## config.mk

```make
export PLATFORM = sky130hd
export DESIGN_NAME = sssp_ctrl
export DESIGN_NICKNAME = d
export VERILOG_FILES = /design/src/rtl/sssp_pkg.sv /design/src/rtl/sssp_ctrl.sv
export SDC_FILE = /design/constraint.sdc
export NUM_CORES = 1
export LEC_CHECK = 0
export BUFFER_PORTS_ARGS = -buffer_cell sky130_fd_sc_hd__buf_4
export CORE_AREA = 2 2 39 41
export CTS_BUF_LIST = sky130_fd_sc_hd__clkbuf_16
export CTS_CLUSTER_DIAMETER = 200
export DETAILED_ROUTE_END_ITERATION = 7
export DIE_AREA = 0 0 41 43
export PLACE_DENSITY = 0.76
export SYNTH_ARGS = -nofsm -noshare
export SYNTH_HDL_FRONTEND = slang
export SYNTH_SLANG_ARGS = --single-unit
```

## constraint.sdc

```tcl
create_clock -name clk -period 3.32 [get_ports clk]
set_clock_uncertainty 0.05 [all_clocks]
set_input_delay 0 -clock clk [delete_from_list [all_inputs] [get_ports clk]]
set_output_delay 0 -clock clk [all_outputs]
set_load 0.1 [all_outputs]
```

## src/rtl/sssp_pkg.sv

```systemverilog
// Shared constants and controller/datapath interface types for the shortest path core.
package sssp_pkg;

  localparam int NODES_DEF       = 64;
  localparam int WEIGHT_BITS_DEF = 16;

  localparam int NODE_ID_W   = 7;
  localparam int WEIGHT_IN_W = 16;
  localparam int LEN_W       = 22;
  localparam int CFG_W       = 7;

  localparam int IN_DATA_W   = 40;
  localparam int OUT_DATA_W  = 32;

  localparam logic [CFG_W-1:0] NODE_COUNT_RST = 7'd64;

  localparam logic CMD_ADD_EDGE = 1'b0;
  localparam logic CMD_RUN      = 1'b1;

  typedef struct packed {
    logic clr_wr;      // clearing pass: write a blank edge entry
    logic accept;      // latch the input item
    logic edge_upd;    // add edge: compare and write back
    logic run_init;    // clear flags, seed the source
    logic idx_clr;
    logic idx_inc;
    logic issue;       // node index enters the read pipe
    logic relax_rd;    // pipe carries a relax pass, else a min scan
    logic scan_start;  // clear the running minimum
    logic settle;      // mark the picked node settled
    logic out_load;    // load the result register
  } sssp_cmd_t;

  typedef struct packed {
    logic clr_last;
    logic cmd_run;
    logic idx_last;
    logic found;
  } sssp_sts_t;

endpackage

```

## src/rtl/sssp_ctrl.sv

```systemverilog
// Sequencer for the shortest path core: clearing pass, edge update, scan/relax loop, result output.
module sssp_ctrl (
  input  logic               clk,
  input  logic               rst_n,
  input  logic               in_tvalid,
  output logic               in_tready,
  output logic               out_tvalid,
  input  logic               out_tready,
  input  sssp_pkg::sssp_sts_t sts,
  output sssp_pkg::sssp_cmd_t cmd
);

  typedef enum logic [3:0] {
    S_CLEAR,
    S_IDLE,
    S_EDGE_RD,
    S_EDGE_WR,
    S_INIT,
    S_SCAN,
    S_SCAN_END,
    S_SCAN_CHK,
    S_RELAX,
    S_RELAX_END,
    S_OUT_RD,
    S_OUT_LD,
    S_OUT_WAIT
  } state_t;

  state_t state_r, state_nxt;
  logic   out_tvalid_r, out_tvalid_nxt;

  always_comb begin
    state_nxt      = state_r;
    out_tvalid_nxt = out_tvalid_r;
    cmd            = '0;
    case (state_r)
      S_CLEAR: begin
        cmd.clr_wr = 1'b1;
        if (sts.clr_last) state_nxt = S_IDLE;
      end
      S_IDLE: begin
        if (in_tvalid) begin
          cmd.accept = 1'b1;
          state_nxt  = (sts.cmd_run == sssp_pkg::CMD_RUN) ? S_INIT : S_EDGE_RD;
        end
      end
      S_EDGE_RD: state_nxt = S_EDGE_WR;
      S_EDGE_WR: begin
        cmd.edge_upd = 1'b1;
        state_nxt    = S_IDLE;
      end
      S_INIT: begin
        cmd.run_init   = 1'b1;
        cmd.idx_clr    = 1'b1;
        cmd.scan_start = 1'b1;
        state_nxt      = S_SCAN;
      end
      S_SCAN: begin
        cmd.issue   = 1'b1;
        cmd.idx_inc = 1'b1;
        if (sts.idx_last) state_nxt = S_SCAN_END;
      end
      S_SCAN_END: state_nxt = S_SCAN_CHK;
      S_SCAN_CHK: begin
        cmd.idx_clr = 1'b1;
        if (sts.found) begin
          cmd.settle = 1'b1;
          state_nxt  = S_RELAX;
        end else begin
          state_nxt = S_OUT_RD;
        end
      end
      S_RELAX: begin
        cmd.issue    = 1'b1;
        cmd.relax_rd = 1'b1;
        cmd.idx_inc  = 1'b1;
        if (sts.idx_last) state_nxt = S_RELAX_END;
      end
      S_RELAX_END: begin
        cmd.idx_clr    = 1'b1;
        cmd.scan_start = 1'b1;
        state_nxt      = S_SCAN;
      end
      S_OUT_RD: state_nxt = S_OUT_LD;
      S_OUT_LD: begin
        cmd.out_load   = 1'b1;
        out_tvalid_nxt = 1'b1;
        state_nxt      = S_OUT_WAIT;
      end
      S_OUT_WAIT: begin
        if (out_tready) begin
          out_tvalid_nxt = 1'b0;
          if (sts.idx_last) begin
            state_nxt = S_IDLE;
          end else begin
            cmd.idx_inc = 1'b1;
            state_nxt   = S_OUT_RD;
          end
        end
      end
      default: state_nxt = S_IDLE;
    endcase
  end

  always_ff @(posedge clk) begin
    if (!rst_n) begin
      state_r      <= S_CLEAR;
      out_tvalid_r <= 1'b0;
    end else begin
      state_r      <= state_nxt;
      out_tvalid_r <= out_tvalid_nxt;
    end
  end

  assign in_tready  = (state_r == S_IDLE);
  assign out_tvalid = out_tvalid_r;

endmodule

```

==> run metrics, run 1 <==
outcome finished clean; Port Buffers 20; share of total power in sequential cells 16.3%; height of the die 43 um; yosys warns 0; measured slew at the worst slew-check pin 0.747 ns; time the worst path needs with I/O delays and setup 1.99 ns; overall routing resource usage 19.3%; category of the most critical setup path flip-flop to flip-flop; CP max stage cell sky130_fd_sc_hd__dfxtp_1; number of DRC violations after detailed routing 0; synthesized cell area 523 um2; final global-route overflow total 0; vias after detailed routing 637; met3 demand-to-capacity share in global routing 5.24%; final-report hold violation count 0; antenna violations before repair 0; net switching power 0.439 mW; Clock Path Buffers 2; startpoint kind of the worst setup timing path flip-flop; setup repair after global routing missed its margin no; core region area 1380 um2; unique cell type count in the Yosys netlist 31; busiest layer in global routing met2; fin area 763 um2; Initial Util 37.8%; area of the die 1760 um2; CP Data Arrival Time 2.07 ns; Critical Path Source state_r[2]$_SDFFE_PN0P_; Slew HR 50.2%; ports placed on the boundary 21; r2r endpoint state_r[2]$_SDFFE_PN0P_; CP cell instances or3_1 > a211oi_2 > a211oi_2 > nor2_1 > a311oi_1; number of filler cells placed in the layout 138; GR Layer Usage met1 23.1%; maximum ir drop on the vdd rail 0.555 mV; n_diodes 0; area of combinational cells with multiple inputs 385 um2; data required time of the critical path 3.40 ns; critical path capture point state_r[2]$_SDFFE_PN0P_; DIE WIDTH 41 um; Post-DP Area 674 um2; Max stage delay on crit path 0.79 ns; TritonCTS Sinks 5; detailed-route wire length 1450 um; area growth from synthesis to final layout 45.9%; share of layout cells above drive strength 1 28.0%; final count of negative-setup-slack endpoints 0; FF+latch area 100 um2; via count of the first global-routing pass 567; clk_lat worst skew 0.23 ns; wire length per cell 12.5 um; slack of the worst reg-to-reg path 1.33 ns; post-synthesis area per instance 6.54 um2; capturing element type of the critical path flip-flop; ratio of total power to cell area 1030 nW/um2; ratio of final minimum period to clock period 59.9%; clock-pin transition on the worst setup and hold timing paths 0.03 ns; share of the yosys chip area belonging to registers 19.1%; Sw Share 56.0%; critical path peak fanout 26; Site Rows 14; first-pass iteration count of the detailed router 4; total negative setup slack 0 ns; post-CTS setup buffer count 0; via density per instance 5.49; number of nets with antenna violations after routing 0; first-pass GRT wire length 2360 um; internal power summed over all cells 0.345 mW; clock tree from TritonCTS done; depth of the most critical reg-to-reg path 5; number of nets in the layout 109; number of clock buffers inserted by TritonCTS 3; cell repeated most along the worst path sky130_fd_sc_hd__a211oi_2; total of flip-flops plus latches after synthesis 5; number of instances in the synthesized netlist 80; maxcap violations 0; number of max-slew violations in the final report 0; launching point of the worst reg2reg path state_r[2]$_SDFFE_PN0P_; routing usage on met2 31.6%; clock network fraction of total power 24.6%; max frequency 0.503 GHz; syn nets 88; Hold WC Path Type primary input to flip-flop; final weighted congestion in routability-driven placement 0.814; post-detail-place hpwl 1020 um; clock root buffer sky130_fd_sc_hd__clkbuf_16; starting DRC count in detailed routing 17; H-tree depth reported by CTS 1; largest net degree at the start of global routing 27; portion of total power attributed to combinational logic 59.1%; P_leak 0.346 nW
[flip-flops by register name (all words and copies together) (netlist names)]
| register | flops |
|---|---|
| state_r | 4 |
| out_tvalid | 1 |
[critical path: cells and delay by family, from the launching register on]
| kind | cells | cell delay, ns |
|---|---|---|
| AO/OA/AOI/OAI | 3 | 0.71 |
| flip-flops | 1 | 0.79 |
| AND/OR/NAND/NOR | 2 | 0.33 |
[what timing repair did]
action	CTS	global route
hold endpoints to repair	1	0
hold buffers	1	0
resized for setup	0	0
[power by group through the flow]
stage / combinational [mW] / sequential [mW] / clock [mW]
floorplan: 0.420 / 0.0875 / 0
global placement: 0.459 / 0.124 / 0
detailed placement: 0.461 / 0.126 / 0
CTS: 0.464 / 0.125 / 0.197
global route: 0.486 / 0.135 / 0.200
finish: 0.464 / 0.128 / 0.193
[metrics by stage]
stage | hold slack, ns | power [mW] | util (%) | setup WS, ns | cells
floorplan | 0.0824 | 0.507 | - | 0.389 | 80
global placement | 0.210 | 0.583 | 48.7 | 1.51 | 111
detailed placement | 0.212 | 0.587 | 48.7 | 1.37 | 111
CTS | 0.126 | 0.786 | 55.2 | 1.38 | 116
global route | 0.168 | 0.821 | 55.2 | 1.21 | 116
finish | 0.124 | 0.784 | 55.2 | 1.33 | 116
[worst min path at each step]
stage                     depth (start not counted)  slack (ns)  startpoint                 endpoint
after detailed placement                          3        0.21       rst_n  state_r[3]$_SDFFE_PN0P_
final                                             4        0.12  out_tready  out_tvalid$_SDFFE_PN0P_
after global routing                              4        0.17  out_tready  out_tvalid$_SDFFE_PN0P_
after global placement                            3        0.21       rst_n  state_r[3]$_SDFFE_PN0P_
after floorplan                                   2        0.08       rst_n  state_r[3]$_SDFFE_PN0P_
after CTS                                         4        0.13  out_tready  out_tvalid$_SDFFE_PN0P_
[layout by cell type, fill, tap and decap left out]
cell and instances:
sky130_fd_sc_hd__a211oi_2 2, sky130_fd_sc_hd__a21boi_0 1, sky130_fd_sc_hd__a21o_1 1, sky130_fd_sc_hd__a21oi_1 8, sky130_fd_sc_hd__a22o_1 1, sky130_fd_sc_hd__a311o_1 1, sky130_fd_sc_hd__a311oi_1 1, sky130_fd_sc_hd__a31oi_1 1
sky130_fd_sc_hd__and2_1 2, sky130_fd_sc_hd__and3_1 3, sky130_fd_sc_hd__and3_2 1, sky130_fd_sc_hd__buf_4 20, sky130_fd_sc_hd__clkbuf_16 3, sky130_fd_sc_hd__dfxtp_1 5, sky130_fd_sc_hd__dlygate4sd3_1 1, sky130_fd_sc_hd__inv_1 6
sky130_fd_sc_hd__nand2_1 7, sky130_fd_sc_hd__nand2b_1 3, sky130_fd_sc_hd__nand3_1 2, sky130_fd_sc_hd__nand3b_1 2, sky130_fd_sc_hd__nor2_1 9, sky130_fd_sc_hd__nor2b_1 1, sky130_fd_sc_hd__nor3_1 1, sky130_fd_sc_hd__nor3_2 1
sky130_fd_sc_hd__nor4_1 1, sky130_fd_sc_hd__nor4_2 1, sky130_fd_sc_hd__o211ai_1 1, sky130_fd_sc_hd__o21ai_0 7, sky130_fd_sc_hd__o21ai_1 1, sky130_fd_sc_hd__o22ai_1 1, sky130_fd_sc_hd__o31ai_1 1, sky130_fd_sc_hd__or2b_1 2
sky130_fd_sc_hd__or3_1 2
[synth_stat cells]
cell type                  number  area, um2
sky130_fd_sc_hd__nor3_1         2       10.0
sky130_fd_sc_hd__nor2_1         9       33.8
sky130_fd_sc_hd__nand3_1        2       10.0
sky130_fd_sc_hd__inv_1          5       18.8
sky130_fd_sc_hd__nor4_1         2       12.5
sky130_fd_sc_hd__o211ai_1       1       7.51
sky130_fd_sc_hd__and2_1         2       12.5
sky130_fd_sc_hd__buf_2          3       15.0
sky130_fd_sc_hd__a22o_1         1       8.76
sky130_fd_sc_hd__a21boi_0       1       7.51
sky130_fd_sc_hd__and3_1         3       18.8
sky130_fd_sc_hd__dfxtp_1        5        100
sky130_fd_sc_hd__a211oi_2       2       25.0
sky130_fd_sc_hd__a21oi_1        8       40.0
sky130_fd_sc_hd__clkbuf_1       1       3.75
sky130_fd_sc_hd__nand3b_1       2       15.0
sky130_fd_sc_hd__o21ai_1        1       5.00
sky130_fd_sc_hd__o21ai_0        7       35.0
sky130_fd_sc_hd__or2b_1         2       15.0
sky130_fd_sc_hd__nand2b_1       3       18.8
sky130_fd_sc_hd__and3_2         1       7.51
sky130_fd_sc_hd__o31ai_1        1       7.51
sky130_fd_sc_hd__a311oi_1       1       8.76
sky130_fd_sc_hd__or3_1          2       12.5
sky130_fd_sc_hd__a21o_1         1       7.51
sky130_fd_sc_hd__nor2b_1        1       6.26
sky130_fd_sc_hd__a31oi_1        1       6.26
sky130_fd_sc_hd__o22ai_1        1       6.26
sky130_fd_sc_hd__buf_6          1       11.3
sky130_fd_sc_hd__a311o_1        1       10.0
sky130_fd_sc_hd__nand2_1        7       26.3
[cells by family (layout without fill, tap and decap cells)]
kind of cell,Yosys count,count (layout),synth area share (%)
buffers and inverters,10,30,9.33
AND/OR/NAND/NOR,38,38,38.0
AO/OA/AOI/OAI,27,27,33.5
flip-flops,5,5,19.1
[per-layer routing]
| metal | vias up | part of all wire [%] |
|---|---|---|
| met3 | 0 | 7.6 |
| met2 | 27 | 48 |
| met5 | - | 0 |
| met4 | 0 | 0 |
| li1 | 327 | - |
| met1 | 283 | 44 |
[final cells by class]
type,count,share of cell area (%)
Clock buffer,3,9.84
Clock inverter,1,0.492
Inverter,5,2.46
Multi-Input combinational cell,65,50.5
Sequential cell,5,13.1
Tap cell,16,2.62
Timing Repair Buffer,21,21.0
Note: power is estimated with default switching activity, not from simulation.
==> inputs of run 2 (changes only) <==
Settings changed: PLACE_DENSITY 0.76 to 0.79.
Clock period 3.32 ns to 1.8 ns, I/O delays scaled along.
==> run 2 against run 1 <==
Compared with the run above:
- core utilization up 5.3 points
- combinational power up 98%
- worst hold slack worse by 0.012 ns
==> run metrics, run 2 (synthesis results as in run 1) <==
Critical Path Source state_r[3]$_SDFFE_PN0P_; height of the die 43 um (unchanged); startpoint kind of the worst setup timing path flip-flop; vias after detailed routing 649 (+1.9%); net switching power 0.847 mW (+93%); setup repair after global routing missed its margin no; slack of the worst reg-to-reg path 0.18 ns (-1.15 ns); Overall Power 1.54 mW (+97%); number of max-slew violations in the final report 0 (unchanged); final weighted congestion in routability-driven placement 0.834 (+2.5%); area growth from synthesis to final layout 60.0%; DIE WIDTH 41 um (unchanged); clk_lat worst skew 0.22 ns (about the same); via count of the first global-routing pass 555 (-2.1%); detailed-route wire length 1500 um (+2.9%); ratio of total power to cell area 1840 nW/um2 (+79%); final global-route overflow total 0 (unchanged); maxcap violations 0 (unchanged); Port Buffers 20 (unchanged); portion of total power attributed to combinational logic 59.5% (+0.4 points); Sw Share 54.9% (-1.1 points); number of nets with antenna violations after routing 0 (unchanged); clock network fraction of total power 23.1% (-1.5 points); TritonCTS Sinks 5 (unchanged); most frequent cells in the layout sky130_fd_sc_hd__buf_4, sky130_fd_sc_hd__a21oi_1, sky130_fd_sc_hd__nand2_1, sky130_fd_sc_hd__o21ai_0; internal power summed over all cells 0.696 mW (+100%); Hold WC Path Type primary input to flip-flop; post-CTS setup buffer count 0 (unchanged); capturing element type of the critical path output pin; Initial Util 37.8% (unchanged); first-pass GRT wire length 2370 um (+0.59%); overall routing resource usage 19.5% (+0.22 points); wire length per cell 12.7 um (+1.1%); data required time of the critical path 1.75 ns (-1.65 ns); Site Rows 14 (unchanged); first-pass iteration count of the detailed router 4 (unchanged); n_diodes 0 (unchanged); Slew HR 70.9% (+21 points); ports placed on the boundary 21 (unchanged); number of DRC violations after detailed routing 0 (unchanged); number of nets in the layout 111 (+1.8%); critical path capture point cmd[4]; depth of the most critical reg-to-reg path 4 (-1); Top reg by flops state_r; most common cell after layout, fill and taps aside sky130_fd_sc_hd__buf_4; maximum ir drop on the vdd rail 1.21 mV (+120%); clock root buffer sky130_fd_sc_hd__clkbuf_16; H-tree depth reported by CTS 1 (unchanged); share of total power in sequential cells 17.4% (+1.1 points); CP Data Arrival Time 1.67 ns (-0.40 ns); max frequency 0.581 GHz; final-report hold violation count 0 (unchanged); area of the die 1760 um2 (unchanged); via density per instance 5.50 (+0.16%); clock tree from TritonCTS done; category of the most critical setup path flip-flop to output pin; number of clock buffers inserted by TritonCTS 3 (unchanged); largest net degree at the start of global routing 27 (unchanged); Core Util, Final 60.5% (+5.3 points); time the worst path needs with I/O delays and setup 1.72 ns; Clock Path Buffers 2 (unchanged); r2r endpoint state_r[2]$_SDFFE_PN0P_; final count of negative-setup-slack endpoints 0 (unchanged); P_leak 0.356 nW (+2.8%); critical path peak fanout 13 (-50%); clock-pin transition on the worst setup and hold timing paths 0.03 ns (about the same); outcome finished clean; ratio of final minimum period to clock period 95.6%; core region area 1380 um2 (unchanged); antenna violations before repair 0 (unchanged); share of layout cells above drive strength 1 39.2% (+11 points); flip-flop count of the largest register, all copies and words added 4 (unchanged); post-detail-place hpwl 1070 um (+4.8%); starting DRC count in detailed routing 9 (-8); measured slew at the worst slew-check pin 0.436 ns (-0.310 ns); launching point of the worst reg2reg path state_r[2]$_SDFFE_PN0P_
run 2: area by class of cell:
class / count / area [um2]
fill: 146 / 547
sequential: 5 / 110
clock buffer: 3 / 75.1
clock inverter: 1 / 3.75
multi-input combinational: 65 / 434
timing repair buffer: 23 / 175
inverter: 5 / 18.8
tap: 16 / 20.0
run 2: critical path: stages, from the launching register on:
cell and delay [ns]:
sky130_fd_sc_hd__dfxtp_2 0.45, sky130_fd_sc_hd__or2b_1 0.31, sky130_fd_sc_hd__o21ai_1 0.22, sky130_fd_sc_hd__and2_1 0.17, sky130_fd_sc_hd__buf_4 0.29
run 2: worst min path at each step:
stage | start | endpoint | slack (ns) | cells past startpoint
floorplan | rst_n | state_r[0]$_SDFFE_PN0P_ | 0.08 | 2
global placement | rst_n | state_r[3]$_SDFFE_PN0P_ | 0.21 | 3
detailed placement | rst_n | state_r[3]$_SDFFE_PN0P_ | 0.21 | 3
CTS | out_tready | out_tvalid$_SDFFE_PN0P_ | 0.12 | 4
global route | out_tready | out_tvalid$_SDFFE_PN0P_ | 0.16 | 4
finish | out_tready | out_tvalid$_SDFFE_PN0P_ | 0.11 | 4
run 2: metrics by stage:
stage          hold WS, ns  std cells  setup slack, ns  cell area (um2)  setup TNS (ns)
2_1_floorplan       0.0809         80           -0.271              612          -0.564
6_report             0.112        118           0.0791              837               0
5_1_grt              0.160        118           0.0146              837               0
4_1_cts              0.118        118           0.0861              835               0
3_5_place_dp         0.209        113            0.110              744               0
3_3_place_gp         0.207        113            0.197              744               0
run 2: per-layer routing:
layer  GRT usage, %  vias up  wire (um)
li1               -      330          -
met1           27.3      302        676
met2           27.5       17        739
met3           7.85        0         79
met4           4.00        0          0
met5              0        -          0
run 2: power groups by stage:
stage          sequential (mW)  combinational (mW)  clock (mW)
5_1_grt                  0.280               0.963       0.374
3_3_place_gp             0.260               0.911           0
6_report                 0.269               0.918       0.356
3_5_place_dp             0.264               0.915           0
2_1_floorplan            0.178               0.860           0
4_1_cts                  0.263               0.920       0.367
run 2: what timing repair did:
action	CTS	global route
hold buffers	1	0
gates resized for setup	1	1
endpoints found under the hold margin	1	0
endpoints found under the setup margin	1	1
